<file path="src/rtl/cfcr_pkg.sv">
// Package: shared types, codes and constants for the CAN command frame receiver.
`default_nettype none
package cfcr_pkg;

   localparam int unsigned IdWidth      = 11;
   localparam int unsigned LimitWidth   = 8;
   localparam int unsigned PayloadWidth = 64;
   localparam int unsigned ValueWidth   = 16;
   localparam int unsigned CounterWidth = 4;
   localparam int unsigned CsrWidth     = 11;

   localparam logic [7:0]              CrcPoly         = 8'hD5;
   localparam logic [7:0]              CrcInit         = 8'hFF;
   localparam logic [IdWidth-1:0]      CommandIdReset  = 11'h3F5;
   localparam logic [LimitWidth-1:0]   TimeoutReset    = 8'd10;

   typedef enum logic [1:0] {
      KIND_FRAME   = 2'd0,
      KIND_TICK    = 2'd1,
      KIND_BUS_ERR = 2'd2,
      KIND_UNUSED  = 2'd3
   } kind_type;

   typedef enum logic [2:0] {
      FAULT_NONE       = 3'd0,
      FAULT_CRC        = 3'd1,
      FAULT_TX_MISS    = 3'd2,
      FAULT_BUS        = 3'd3,
      FAULT_POWER_UP   = 3'd4,
      FAULT_NO_COMMAND = 3'd5,
      FAULT_BAD_VALUE  = 3'd6
   } fault_type;

   typedef enum logic {
      CSR_COMMAND_ID    = 1'b0,
      CSR_TIMEOUT_LIMIT = 1'b1
   } csr_index_type;

   typedef struct packed {
      kind_type                  kind;
      logic [IdWidth-1:0]        frame_id;
      logic [PayloadWidth-1:0]   payload;
      logic                      tx_mailbox_free;
   } item_type;

   typedef struct packed {
      logic [2:0]                fault_code;
      logic [ValueWidth-1:0]     setpoint_a;
      logic [ValueWidth-1:0]     setpoint_b;
      logic                      frame_accepted;
   } result_type;

   typedef struct packed {
      logic [IdWidth-1:0]        command_id;
      logic [LimitWidth-1:0]     timeout_limit;
   } cfg_type;

   // One byte through the CRC register, MSB first.
   function automatic logic [7:0] crc8_byte(input logic [7:0] crc, input logic [7:0] data);
      logic [7:0] c;
      c = crc ^ data;
      for (int b = 0; b < 8; b++) begin
         if (c[7]) begin
            c = {c[6:0], 1'b0} ^ CrcPoly;
         end else begin
            c = {c[6:0], 1'b0};
         end
      end
      return c;
   endfunction

endpackage
`default_nettype wire

</file>
<file path="src/rtl/cfcr_crc8.sv">
// CRC-8 over payload bytes 6 down to 0.
`default_nettype none
module cfcr_crc8 (
   input  wire logic [cfcr_pkg::PayloadWidth-1:0] payload,
   output logic [7:0]                             crc
);
   import cfcr_pkg::*;

   always_comb begin
      logic [7:0] c;
      c = CrcInit;
      for (int k = 6; k >= 0; k--) begin
         c = crc8_byte(c, payload[8*k +: 8]);
      end
      crc = c;
   end

endmodule
`default_nettype wire

</file>
<file path="src/rtl/cfcr_core.sv">
// Receiver state and per-beat update: frame checks, tick timeout and mailbox check, bus error.
`default_nettype none
module cfcr_core (
   input  wire logic                 clock,
   input  wire logic                 reset,
   input  wire logic                 advance,
   input  wire cfcr_pkg::item_type   item,
   input  wire cfcr_pkg::cfg_type    cfg,
   output cfcr_pkg::result_type      result
);
   import cfcr_pkg::*;

   fault_type                 fault_ff,        fault_in;
   logic [ValueWidth-1:0]     value_a_ff,      value_a_in;
   logic [ValueWidth-1:0]     value_b_ff,      value_b_in;
   logic [CounterWidth-1:0]   last_counter_ff, last_counter_in;
   logic [LimitWidth-1:0]     tick_count_ff,   tick_count_in;

   logic [7:0]                crc;
   logic                      id_match;
   logic                      crc_ok;
   logic                      count_ok;
   logic                      accepted;
   logic [CounterWidth-1:0]   rx_counter;
   logic [ValueWidth-1:0]     rx_a;
   logic [ValueWidth-1:0]     rx_b;

   cfcr_crc8 u_crc8 (
      .payload (item.payload),
      .crc     (crc)
   );

   assign rx_counter = item.payload[32 +: CounterWidth];
   assign rx_a       = {item.payload[7:0],   item.payload[15:8]};
   assign rx_b       = {item.payload[23:16], item.payload[31:24]};
   assign id_match   = (item.kind == KIND_FRAME) && (item.frame_id == cfg.command_id);
   assign crc_ok     = (crc == item.payload[63:56]);
   assign count_ok   = (rx_counter == last_counter_ff + CounterWidth'(1));
   assign accepted   = id_match && crc_ok && count_ok;

   always_comb begin
      fault_in        = fault_ff;
      value_a_in      = value_a_ff;
      value_b_in      = value_b_ff;
      last_counter_in = last_counter_ff;
      tick_count_in   = tick_count_ff;
      case (item.kind)
         KIND_FRAME: begin
            if (id_match) begin
               if (crc_ok) begin
                  last_counter_in = rx_counter;
                  if (count_ok) begin
                     tick_count_in = '0;
                     if (item.payload[39]) begin
                        value_a_in = rx_a;
                        value_b_in = rx_b;
                     end else begin
                        fault_in   = ((rx_a == '0) && (rx_b == '0)) ? FAULT_NONE
                                                                    : FAULT_BAD_VALUE;
                        value_a_in = '0;
                        value_b_in = '0;
                     end
                  end
               end else begin
                  fault_in = FAULT_CRC;
               end
            end
         end
         KIND_TICK: begin
            if (!item.tx_mailbox_free) begin
               fault_in = FAULT_TX_MISS;
            end
            if (tick_count_ff == cfg.timeout_limit) begin
               fault_in = FAULT_NO_COMMAND;
            end else begin
               tick_count_in = tick_count_ff + LimitWidth'(1);
            end
         end
         KIND_BUS_ERR: begin
            fault_in = FAULT_BUS;
         end
         default: begin
         end
      endcase
   end

   always_ff @(posedge clock) begin
      if (reset) begin
         fault_ff        <= FAULT_POWER_UP;
         value_a_ff      <= '0;
         value_b_ff      <= '0;
         last_counter_ff <= '0;
         tick_count_ff   <= '0;
      end else if (advance) begin
         fault_ff        <= fault_in;
         value_a_ff      <= value_a_in;
         value_b_ff      <= value_b_in;
         last_counter_ff <= last_counter_in;
         tick_count_ff   <= tick_count_in;
      end
   end

   assign result.fault_code     = fault_in;
   assign result.setpoint_a     = value_a_in;
   assign result.setpoint_b     = value_b_in;
   assign result.frame_accepted = accepted;

   a_accept_clears_ticks: assert property (@(posedge clock) disable iff (reset)
      advance && accepted |=> tick_count_ff == '0)
      else $error("accepted frame left tick count non-zero");

   a_bus_error_fault: assert property (@(posedge clock) disable iff (reset)
      advance && item.kind == KIND_BUS_ERR |=> fault_ff == FAULT_BUS)
      else $error("bus error beat did not set bus fault");

   a_bad_crc_keeps_counter: assert property (@(posedge clock) disable iff (reset)
      advance && id_match && !crc_ok |=> $stable(last_counter_ff) && fault_ff == FAULT_CRC)
      else $error("bad crc frame changed counter or missed fault");

endmodule
`default_nettype wire

</file>
<file path="src/rtl/can_command_frame_receiver_top.sv">
// Top level: input stage, configuration registers, receiver core and result register.
//
//   channel  direction  handshake            payload
//   req      in         req_valid/req_ready  kind, frame_id, payload, tx_mailbox_free
//   rsp      out        rsp_valid/rsp_ready  fault_code, setpoint_a, setpoint_b, frame_accepted
//   csr      in         csr_write_en         csr_index, csr_data
//
// One beat per cycle unless the result stalls; a result is registered behind the input stage.
// The CRC-8 over seven bytes is one XOR network between the input stage and the state.
// Sync active-high reset clears valids and state, sets power-up fault, loads config defaults.
// A stalled result holds the input stage, which holds req_ready low once full.
`default_nettype none
module can_command_frame_receiver_top (
   input  wire logic                                clock,
   input  wire logic                                reset,
   input  wire logic                                req_valid,
   output logic                                     req_ready,
   input  wire logic [1:0]                          req_kind,
   input  wire logic [cfcr_pkg::IdWidth-1:0]        req_frame_id,
   input  wire logic [cfcr_pkg::PayloadWidth-1:0]   req_payload,
   input  wire logic                                req_tx_mailbox_free,
   output logic                                     rsp_valid,
   input  wire logic                                rsp_ready,
   output logic [2:0]                               rsp_fault_code,
   output logic [cfcr_pkg::ValueWidth-1:0]          rsp_setpoint_a,
   output logic [cfcr_pkg::ValueWidth-1:0]          rsp_setpoint_b,
   output logic                                     rsp_frame_accepted,
   input  wire logic                                csr_write_en,
   input  wire logic                                csr_index,
   input  wire logic [cfcr_pkg::CsrWidth-1:0]       csr_data
);
   import cfcr_pkg::*;

   logic        stage_vld_ff;
   item_type    stage_ff;
   logic        rsp_vld_ff;
   result_type  rsp_ff;
   cfg_type     cfg_ff;
   result_type  result;
   logic        advance;

   assign advance   = stage_vld_ff && (!rsp_vld_ff || rsp_ready);
   assign req_ready = !stage_vld_ff || advance;

   always_ff @(posedge clock) begin
      if (reset) begin
         cfg_ff.command_id    <= CommandIdReset;
         cfg_ff.timeout_limit <= TimeoutReset;
      end else if (csr_write_en) begin
         case (csr_index_type'(csr_index))
            CSR_COMMAND_ID:    cfg_ff.command_id    <= csr_data[IdWidth-1:0];
            CSR_TIMEOUT_LIMIT: cfg_ff.timeout_limit <= csr_data[LimitWidth-1:0];
            default: begin
            end
         endcase
      end
   end

   always_ff @(posedge clock) begin
      if (reset) begin
         stage_vld_ff <= 1'b0;
      end else if (req_ready) begin
         stage_vld_ff <= req_valid;
      end
   end

   always_ff @(posedge clock) begin
      if (req_valid && req_ready) begin
         stage_ff.kind            <= kind_type'(req_kind);
         stage_ff.frame_id        <= req_frame_id;
         stage_ff.payload         <= req_payload;
         stage_ff.tx_mailbox_free <= req_tx_mailbox_free;
      end
   end

   cfcr_core u_core (
      .clock   (clock),
      .reset   (reset),
      .advance (advance),
      .item    (stage_ff),
      .cfg     (cfg_ff),
      .result  (result)
   );

   always_ff @(posedge clock) begin
      if (reset) begin
         rsp_vld_ff <= 1'b0;
      end else if (advance) begin
         rsp_vld_ff <= 1'b1;
      end else if (rsp_ready) begin
         rsp_vld_ff <= 1'b0;
      end
   end

   always_ff @(posedge clock) begin
      if (advance) begin
         rsp_ff <= result;
      end
   end

   assign rsp_valid          = rsp_vld_ff;
   assign rsp_fault_code     = rsp_ff.fault_code;
   assign rsp_setpoint_a     = rsp_ff.setpoint_a;
   assign rsp_setpoint_b     = rsp_ff.setpoint_b;
   assign rsp_frame_accepted = rsp_ff.frame_accepted;

   a_stage_holds: assert property (@(posedge clock) disable iff (reset)
      stage_vld_ff && !advance |=> stage_vld_ff && $stable(stage_ff))
      else $error("stalled input stage lost its beat");

   a_advance_fills_rsp: assert property (@(posedge clock) disable iff (reset)
      advance |=> rsp_vld_ff)
      else $error("advanced beat did not reach the result register");

   a_rsp_holds: assert property (@(posedge clock) disable iff (reset)
      rsp_vld_ff && !rsp_ready |=> rsp_vld_ff && $stable(rsp_ff))
      else $error("stalled result beat changed or dropped");

endmodule
`default_nettype wire
</file>
<file path="config.mk">
export PLATFORM = sky130hd
export DESIGN_NAME = can_command_frame_receiver_top
export DESIGN_NICKNAME = d
export VERILOG_FILES = /design/src/rtl/cfcr_pkg.sv /design/src/rtl/cfcr_crc8.sv /design/src/rtl/cfcr_core.sv /design/src/rtl/can_command_frame_receiver_top.sv
export SDC_FILE = /design/constraint.sdc
export NUM_CORES = 1
export LEC_CHECK = 0
export BUFFER_PORTS_ARGS = -buffer_cell sky130_fd_sc_hd__buf_4
export CAP_MARGIN = 10
export CORE_ASPECT_RATIO = 1.4
export CORE_MARGIN = 2
export CORE_UTILIZATION = 55
export CTS_CLUSTER_SIZE = 25
export DETAILED_ROUTE_END_ITERATION = 6
export GPL_ROUTABILITY_DRIVEN = 0
export HOLD_SLACK_MARGIN = 0.02
export PLACE_DENSITY_LB_ADDON = 0.25
export SLEW_MARGIN = 20
export SYNTH_ARGS = -nofsm -noshare
export SYNTH_HDL_FRONTEND = slang
export SYNTH_SLANG_ARGS = --single-unit
</file>
<file path="constraint.sdc">
create_clock -name clock -period 10.1 [get_ports clock]
set_input_delay 1.01 -clock clock [delete_from_list [all_inputs] [get_ports clock]]
set_output_delay 1.01 -clock clock [all_outputs]
set_load 0.03 [all_outputs]
</file>
==> impl_table.tex, run 1 <==
\begin{tabular}{lr}
\hline
Metric & Value \\
\hline
\multicolumn{2}{l}{\textbf{Outcome}} \\
Status & completed \\
\multicolumn{2}{l}{\textbf{Setup path}} \\
Highest net fanout along the worst path & 40 \\
Kind of end point of the critical path & register \\
CP Launch Point & stage\_ff[56] \\
Data arrival at the endpoint of the critical path & 6.19 ns \\
Worst Setup Start Kind & register \\
Data required time at the worst endpoint & 10.41 ns \\
Launch point of the worst reg-to-reg path & stage\_ff[56] \\
Worst Setup Path Type & reg -> reg \\
\multicolumn{2}{l}{\textbf{Yosys}} \\
Number of warnings issued by yosys & 0 \\
Complex-gate fraction of the synthesized area & 0.0488 \\
Post-Synthesis Net Count & 858 \\
Distinct cell type count of the synthesized netlist & 52 \\
Arithmetic-cell share of the synthesized area counting full adders, half adders and majority gates & 0.00267 \\
Synth top area share & 0.365 \\
Main synth FF type & sky130\_fd\_sc\_hd\_\_edfxtp\_1 \\
Largest family of logic cells by synthesized area & XOR/XNOR gates \\
Post-synthesis share of cell area spent on and, or, nand and nor gates & 0.121 \\
EDFF count, synth & 114 \\
Cell type contributing the most total cell area after synthesis & sky130\_fd\_sc\_hd\_\_edfxtp\_1 \\
Post-synthesis instance area & 9390 sq um \\
Asr flop ratio synth & 0 \\
Syn Inst Count & 761 \\
Synthesized area per cell & 12.3 sq um \\
Xor/xnor cell area share of the yosys netlist & 0.254 \\
Register bit count reported by yosys & 182 \\
Sequential cell area fraction in the yosys report & 0.510 \\
Top cells by area, synth & sky130\_fd\_sc\_hd\_\_edfxtp\_1, sky130\_fd\_sc\_hd\_\_dfxtp\_1, sky130\_fd\_sc\_hd\_\_xnor2\_1 \\
Proportion of synthesized area in mux cells & 0.0492 \\
\multicolumn{2}{l}{\textbf{STA}} \\
RSZ-0062 raised after global routing & false \\
Final-report max-slew violation count & 0 \\
Smallest setup slack after layout & 4.22 ns \\
Period utilization & 0.582 \\
Worst-case clock skew & 0.0103 ns \\
Max transition margin & 0.483 \\
Total negative setup slack & 0 ns \\
Final count of negative-setup-slack endpoints & 0 \\
Transition time at the pin with the least slew margin & 0.768 ns \\
Fmax & 170 MHz \\
Tmin final & 5.88 ns \\
Hold Vio Cnt, Final & 0 \\
\multicolumn{2}{l}{\textbf{Finish}} \\
Total Nets Final & 987 \\
Fraction of final layout cells with drive strength greater than 1 & 0.216 \\
Area Overhead vs Synth & 19.0\% \\
Ant. Diodes & 0 \\
Number of filler cells placed in the layout & 1,228 \\
Final core area utilization & 0.667 \\
Final std cells w/o fill & 1,106 \\
\multicolumn{2}{l}{\textbf{CTS}} \\
Setup repair bufs after CTS & 0 \\
\# clock sinks & 182 \\
Total of cells resized after clock tree synthesis & 0 \\
Clock latency of the later-clocked register in the worst-skew pair & 0.43 ns \\
Library cell used as clock root buffer & sky130\_fd\_sc\_hd\_\_clkbuf\_16 \\
Maximum clock insertion buffer count & 2 \\
CTS Hold Buffers Added & 0 \\
TritonCTS clock tree & built \\
CTS H-Tree Depth & 4 \\
Post-CTS clock slew at the launch and capture registers of the worst setup and hold paths & 0.07 ns \\
Inserted Clock Buffers & 17 \\
\multicolumn{2}{l}{\textbf{Global route}} \\
Total routing resource utilization after global routing & 0.230 \\
Grt total ovfl & 0 \\
Number of antenna violations at the first check in global routing & 0 \\
Number of global-route vias before repair & 6,287 \\
Largest net degree at the start of global routing & 79 \\
Wire length of the first global-routing pass & 31.3 mm \\
\multicolumn{2}{l}{\textbf{Floorplan}} \\
Initial core utilization & 0.561 \\
Die X-Extent & 114 microns \\
IO Pins & 133 \\
Die footprint & 18,100 sq um \\
Core area & 16,700 sq um \\
Y dimension of the die & 159 microns \\
Cell row count & 56 \\
\multicolumn{2}{l}{\textbf{Worst hold path}} \\
Hold Crit Class & reg -> reg \\
Startpoint of the worst hold path & u\_core.value\_b\_ff[10] \\
\multicolumn{2}{l}{\textbf{Placement}} \\
Worst setup timing slack at the placement stage & 4.28 ns \\
Count of port buffers added during placement & 132 \\
Number of placed cells counting well taps & 1,073 \\
Post-DP HPWL & 14.7 mm \\
\multicolumn{2}{l}{\textbf{Detailed routing}} \\
DRC & 0 \\
DRC marker count from the first detailed-route iteration & 289 \\
Detailed-route wire length per cell & 18.5 microns \\
Antenna viol nets, final & 0 \\
Number of vias in the routed layout & 6,051 \\
First-pass iteration count of the detailed router & 4 \\
Number of vias per cell & 5.47 \\
Wire length after detailed routing & 20.5 mm \\
\multicolumn{2}{l}{\textbf{Job}} \\
Max Cap Violations & 0 \\
\hline
\end{tabular}
critical path: stages (launching register included):
cell and delay [ns]:
sky130_fd_sc_hd__edfxtp_1 0.42, sky130_fd_sc_hd__xnor3_2 0.49, sky130_fd_sc_hd__xor2_4 0.26, sky130_fd_sc_hd__xnor3_2 0.40, sky130_fd_sc_hd__xnor3_2 0.46, sky130_fd_sc_hd__xnor3_1 0.48
sky130_fd_sc_hd__xnor3_1 0.35, sky130_fd_sc_hd__xnor3_2 0.55, sky130_fd_sc_hd__xnor3_1 0.38, sky130_fd_sc_hd__xnor2_1 0.20, sky130_fd_sc_hd__mux2i_1 0.12, sky130_fd_sc_hd__a311oi_2 0.34
sky130_fd_sc_hd__nand4_2 0.13, sky130_fd_sc_hd__buf_4 0.32, sky130_fd_sc_hd__a2111oi_1 0.60, sky130_fd_sc_hd__xnor2_1 0.18, sky130_fd_sc_hd__nor2_1 0.06
path summary, 6_finish.rpt:
| kind | to | slack [ns] | depth (start not counted) |
|---|---|---|---|
| max | u_core.tick_count_ff[4] | 4.22 | 16 |
| max reg2reg | u_core.tick_count_ff[4] | 4.22 | 16 |
| min | u_core.value_b_ff[10] | 0.45 | 2 |
| min reg2reg | u_core.value_b_ff[10] | 0.45 | 2 |
layout make-up:
cell class | instances | area, sq um | share of cell area
sequential | 182 | 4780 | 0.428
multi-input combinational | 546 | 4460 | 0.399
timing repair buffer | 138 | 1060 | 0.0945
clock buffer | 18 | 439 | 0.0393
tap | 203 | 254 | 0.0227
clock inverter | 14 | 159 | 0.0142
inverter | 5 | 18.8 | 0.00168
sequential cells by signal (all words and copies together), names as in the netlist, 3 cells and up:
register / cells
cfg_ff: 19
rsp_fault_code: 3
rsp_setpoint_a: 16
rsp_setpoint_b: 16
stage_ff: 78
u_core.fault_ff: 3
u_core.last_counter_ff: 4
u_core.tick_count_ff: 8
u_core.value_a_ff: 16
u_core.value_b_ff: 16
through the flow:
stage          instance area [sq um]  hold WS [ns]
5_1_grt                        11200         0.469
2_1_floorplan                   9390         0.428
3_5_place_dp                   10500         0.441
4_1_cts                        11100         0.451
6_report                       11200         0.452
3_3_place_gp                   10500         0.434
per-layer routing:
metal | global-route usage | wire length, microns | up-vias
li1 | - | - | 2907
met4 | 0.115 | 810 | 0
met1 | 0.236 | 7390 | 2931
met2 | 0.439 | 11500 | 163
met3 | 0.0438 | 772 | 50
met5 | 0 | 0 | -
cells in the final DEF, fill, tap and decap left out, types with 3 or more instances in the layout:
cell / instances
sky130_fd_sc_hd__a211oi_1: 3
sky130_fd_sc_hd__dfxtp_1: 68
sky130_fd_sc_hd__xor3_1: 5
sky130_fd_sc_hd__edfxtp_1: 114
sky130_fd_sc_hd__inv_1: 5
sky130_fd_sc_hd__xor2_1: 52
sky130_fd_sc_hd__nor2_1: 24
sky130_fd_sc_hd__inv_6: 4
sky130_fd_sc_hd__xnor3_2: 5
sky130_fd_sc_hd__and2_1: 36
sky130_fd_sc_hd__nand2b_1: 9
sky130_fd_sc_hd__inv_8: 3
sky130_fd_sc_hd__nand3_1: 6
sky130_fd_sc_hd__nand4_1: 3
sky130_fd_sc_hd__clkbuf_16: 17
sky130_fd_sc_hd__xnor2_2: 3
sky130_fd_sc_hd__nor3_1: 8
sky130_fd_sc_hd__nand2_1: 115
sky130_fd_sc_hd__xnor3_1: 33
sky130_fd_sc_hd__a21oi_1: 49
sky130_fd_sc_hd__nor4_1: 13
sky130_fd_sc_hd__clkinvlp_4: 3
sky130_fd_sc_hd__xnor2_1: 93
sky130_fd_sc_hd__mux2_2: 4
sky130_fd_sc_hd__buf_4: 137
sky130_fd_sc_hd__mux2_1: 29
sky130_fd_sc_hd__mux2i_1: 9
sky130_fd_sc_hd__nand3b_1: 11
cells by family (layout without fill, tap and decap cells):
kind of cell / after synthesis / in the layout
flops: 182 / 182
xor+xnor: 195 / 195
mux: 42 / 42
buf+inv: 33 / 175
compound gates: 71 / 71
simple gates: 236 / 236
fa+ha+maj: 2 / 2
synth_stat cells, types with 4 or more instances:
| cell type | instances |
|---|---|
| sky130_fd_sc_hd__xor2_1 | 52 |
| sky130_fd_sc_hd__buf_2 | 8 |
| sky130_fd_sc_hd__dfxtp_1 | 68 |
| sky130_fd_sc_hd__a21oi_1 | 49 |
| sky130_fd_sc_hd__and2_1 | 37 |
| sky130_fd_sc_hd__nand2_1 | 115 |
| sky130_fd_sc_hd__inv_1 | 5 |
| sky130_fd_sc_hd__mux2i_1 | 9 |
| sky130_fd_sc_hd__xnor3_2 | 5 |
| sky130_fd_sc_hd__clkbuf_1 | 19 |
| sky130_fd_sc_hd__nor4_1 | 13 |
| sky130_fd_sc_hd__nand2b_1 | 9 |
| sky130_fd_sc_hd__edfxtp_1 | 114 |
| sky130_fd_sc_hd__xnor3_1 | 33 |
| sky130_fd_sc_hd__mux2_2 | 4 |
| sky130_fd_sc_hd__nand3b_1 | 11 |
| sky130_fd_sc_hd__nor3_1 | 8 |
| sky130_fd_sc_hd__nor2_1 | 24 |
| sky130_fd_sc_hd__xor3_1 | 5 |
| sky130_fd_sc_hd__xnor2_1 | 93 |
| sky130_fd_sc_hd__mux2_1 | 29 |
| sky130_fd_sc_hd__nand3_1 | 6 |
Power of run 1 is not shown: default switching activity piles up to over one toggle a cycle in this logic, so the estimate is an artifact.
==> run 2, diff against run 1 <==
--- a/config.mk
+++ b/config.mk
@@ -5,6 +5,7 @@
 export SDC_FILE = /design/constraint.sdc
 export NUM_CORES = 1
 export LEC_CHECK = 0
+export ABC_AREA = 1
 export BUFFER_PORTS_ARGS = -buffer_cell sky130_fd_sc_hd__buf_4
 export CAP_MARGIN = 10
 export CORE_ASPECT_RATIO = 1.4
==> constraint.sdc (replaced) <==
create_clock -name clock -period 6.15 [get_ports clock]
set_input_delay 0.615 -clock clock [delete_from_list [all_inputs] [get_ports clock]]
set_output_delay 0.615 -clock clock [all_outputs]
set_load 0.03 [all_outputs]
==> run 2 against run 1 <==
  * The flow now finishes with violations (negative setup slack)
  * Hold slack worse by 0.11 ns
  * Synthesized cell count up 90%
  * Maximum frequency down 29%
  * Die area up 21%
  * Via count up 71%
  * Design area up 36%
  * Critical path type unchanged
  * Largest cell class is now multi-input gates
  * Highest routed layer unchanged
==> impl_table.tex, run 2 <==
\begin{tabular}{lr}
\hline
Metric & Value \\
\hline
\multicolumn{2}{l}{\textbf{Outcome}} \\
Status & complete, but fails checks \\
Violations in the final reports & negative setup slack \\
\multicolumn{2}{l}{\textbf{Setup path}} \\
Kind of end point of the critical path & register \\
Worst Setup Start Kind & register \\
Maximum cell stage delay along the critical path & 0.48 ns \\
Worst Setup Path Type & reg -> reg \\
CP Launch Point & stage\_ff[56] \\
R2R Path End & u\_core.value\_b\_ff[0] \\
Reg-to-reg setup timing slack & -2.14 ns \\
Data required time at the worst endpoint & 6.49 ns \\
Data arrival at the endpoint of the critical path & 8.63 ns \\
FF-to-FF path depth & 76 \\
Highest net fanout along the worst path & 7 \\
CP max stage cell & sky130\_fd\_sc\_hd\_\_edfxtp\_1 \\
Worst path most repeated cell & sky130\_fd\_sc\_hd\_\_nand2\_4 \\
Launch point of the worst reg-to-reg path & stage\_ff[56] \\
\multicolumn{2}{l}{\textbf{Worst hold path}} \\
Worst min-delay path endpoint & stage\_ff[63] \\
Startpoint of the worst hold path & req\_payload[62] \\
Hold Crit Class & in -> reg \\
Cell depth of the worst min-delay path & 1 \\
\multicolumn{2}{l}{\textbf{Floorplan}} \\
Die footprint & 22,000 sq um \\
Die X-Extent & 126 microns \\
Core area & 20,500 sq um \\
Y dimension of the die & 175 microns \\
IO Pins & 133 \\
Initial core utilization & 0.558 \\
Cell row count & 62 \\
\multicolumn{2}{l}{\textbf{CTS}} \\
\# clock sinks & 182 \\
Post-CTS clock slew at the launch and capture registers of the worst setup and hold paths & 0.08 ns \\
Clock latency of the later-clocked register in the worst-skew pair & 0.45 ns \\
TritonCTS clock tree & built \\
Maximum clock insertion buffer count & 2 \\
CTS H-Tree Depth & 4 \\
Inserted Clock Buffers & 17 \\
Library cell used as clock root buffer & sky130\_fd\_sc\_hd\_\_clkbuf\_16 \\
CTS Hold Buffers Added & 0 \\
\multicolumn{2}{l}{\textbf{Finish}} \\
Fraction of final layout cells with drive strength greater than 1 & 0.369 \\
Ant. Diodes & 0 \\
Final design area excluding fillers & 15,200 sq um \\
Area Overhead vs Synth & 33.2\% \\
Largest registers & stage\_ff (78), cfg\_ff (19) \\
Leading cell type in the layout, fill and taps excluded & sky130\_fd\_sc\_hd\_\_nand2\_1 \\
Most frequent cells in the layout & sky130\_fd\_sc\_hd\_\_nand2\_1, sky130\_fd\_sc\_hd\_\_buf\_4, sky130\_fd\_sc\_hd\_\_inv\_1 \\
Total Nets Final & 1,782 \\
Register bank with the most flops & stage\_ff \\
Number of flip-flops in the largest register & 78 \\
\multicolumn{2}{l}{\textbf{STA}} \\
Smallest setup slack after layout & -2.14 ns \\
Tmin final & 8.29 ns \\
Fmax & 121 MHz \\
Period utilization & 1.35 \\
Worst-case clock skew & 0.00979 ns \\
Hold Vio Cnt, Final & 0 \\
Final-report max-slew violation count & 0 \\
Max transition margin & 0.299 \\
Transition time at the pin with the least slew margin & 1.05 ns \\
Final count of negative-setup-slack endpoints & 83 \\
RSZ-0062 raised after global routing & true \\
\multicolumn{2}{l}{\textbf{Job}} \\
Max Cap Violations & 0 \\
\multicolumn{2}{l}{\textbf{Detailed routing}} \\
Detailed-route wire length per cell & 15.1 microns \\
Number of vias per cell & 5.28 \\
Number of vias in the routed layout & 10,300 \\
DRC marker count from the first detailed-route iteration & 574 \\
Antenna viol nets, final & 0 \\
Uppermost routed layer & met4 \\
DRT met1 WL & 10.9 mm \\
First-pass iteration count of the detailed router & 5 \\
Wire length after detailed routing & 29.6 mm \\
Detailed-routed wire length on met3 & 1.38 mm \\
Detail Route met2 WL & 16.1 mm \\
DRC & 0 \\
\multicolumn{2}{l}{\textbf{Yosys}} \\
Register bit count reported by yosys & 182 \\
Library cell with the highest instance count after synthesis & sky130\_fd\_sc\_hd\_\_nand2\_1 \\
Cell type contributing the most total cell area after synthesis & sky130\_fd\_sc\_hd\_\_edfxtp\_1 \\
Syn Inst Count & 1,447 \\
Number of warnings issued by yosys & 0 \\
Main synth FF type & sky130\_fd\_sc\_hd\_\_edfxtp\_1 \\
Distinct cell type count of the synthesized netlist & 53 \\
Asr flop ratio synth & 0 \\
Synthesized area per cell & 7.90 sq um \\
Top cells by area, synth & sky130\_fd\_sc\_hd\_\_edfxtp\_1, sky130\_fd\_sc\_hd\_\_nand2\_1, sky130\_fd\_sc\_hd\_\_dfxtp\_1 \\
Synth top area share & 0.299 \\
EDFF count, synth & 114 \\
Sequential cell area fraction in the yosys report & 0.418 \\
Post-Synthesis Net Count & 1,544 \\
Synth top cells by count & sky130\_fd\_sc\_hd\_\_nand2\_1, sky130\_fd\_sc\_hd\_\_nand3\_1, sky130\_fd\_sc\_hd\_\_inv\_1, sky130\_fd\_sc\_hd\_\_edfxtp\_1, sky130\_fd\_sc\_hd\_\_nor2\_1 \\
Post-synthesis instance area & 11,400 sq um \\
\multicolumn{2}{l}{\textbf{Placement}} \\
Cell area reported after detailed placement & 13,500 sq um \\
Post-DP HPWL & 19.9 mm \\
Count of port buffers added during placement & 132 \\
\multicolumn{2}{l}{\textbf{Global route}} \\
Number of antenna violations at the first check in global routing & 0 \\
Total routing resource utilization after global routing & 0.253 \\
Largest net degree at the start of global routing & 100 \\
Wire length of the first global-routing pass & 44.9 mm \\
Grt total ovfl & 0 \\
Number of global-route vias before repair & 9,854 \\
\hline
\end{tabular}
-- run 2: cell count changes after synthesis, moves of 37 or more --
| cell | change |
|---|---|
| sky130_fd_sc_hd__xnor2_1 | -74 |
| sky130_fd_sc_hd__nand2_2 | +95 |
| sky130_fd_sc_hd__nor2_1 | +81 |
| sky130_fd_sc_hd__and2_1 | -37 |
| sky130_fd_sc_hd__nand2_1 | +277 |
| sky130_fd_sc_hd__nand3_1 | +198 |
| sky130_fd_sc_hd__inv_1 | +173 |
-- run 2: cell families (layout without fill, tap and decap cells) --
logic type / Yosys count / after routing / synth area share
flops: 182 / 182 / 0.418
compound gates: 53 / 53 / 0.0265
xor+xnor: 88 / 88 / 0.0789
simple gates: 898 / 899 / 0.388
fa+ha+maj: 2 / 2 / 0.00219
buf+inv: 224 / 474 / 0.0860
-- run 2: stage by stage --
| step | hold WS [ns] | std cells | worst slack (ns) | util | setup TNS, ns |
|---|---|---|---|---|---|
| 6_report | 0.341 | 1954 | -2.14 | 0.744 | -173.91 |
| 5_1_grt | 0.322 | 1954 | -2.80 | 0.744 | -226.19 |
| 4_1_cts | 0.324 | 1939 | -1.76 | 0.714 | -141.71 |
| 3_5_place_dp | 0.460 | 1890 | -1.97 | 0.659 | -154.98 |
| 3_3_place_gp | 0.453 | 1890 | -1.75 | 0.659 | -137.65 |
| 2_1_floorplan | 0.440 | 1447 | -0.917 | - | -71.67 |
-- run 2: worst max path at each step --
stage                              end  slack (ns)  cells past startpoint
5_1_grt        u_core.tick_count_ff[0]       -2.80                     70
4_1_cts          u_core.value_b_ff[14]       -1.76                     78
6_report          u_core.value_b_ff[0]       -2.14                     76
3_3_place_gp   u_core.tick_count_ff[1]       -1.75                     60
2_1_floorplan       rsp_setpoint_a[10]       -0.92                     74
3_5_place_dp   u_core.tick_count_ff[1]       -1.97                     68
-- run 2: layout make-up --
type | count | area, sq um
multi-input cells | 1042 | 6820
clock buffers | 18 | 439
clock inverters | 14 | 160
inverters | 196 | 768
well taps | 256 | 320
flip-flops and latches | 182 | 4780
repair buffers | 246 | 1940
fillers | 1469 | 5250
-- run 2: worst max-delay path: cells and delay by family, from the launching register on --
family	cells	cell delay, ns
simple gates	65	6.09
buf+inv	8	0.91
xor+xnor	3	0.68
flops	1	0.48
-- run 2: what timing repair did --
| item | CTS | global route |
|---|---|---|
| gates resized for setup | 82 | 103 |
| pin swaps | 30 | 24 |
| endpoints found under the setup margin | 83 | 83 |
| cloned | 2 | 2 |
| setup buffers | 15 | 13 |
-- run 2: metal layers --
layer | vias up | track usage
li1 | 5109 | -
met1 | 4768 | 0.264
met2 | 342 | 0.486
met3 | 100 | 0.0453
met4 | 0 | 0.114
met5 | - | 0
Power of run 2 is left out for the same reason.
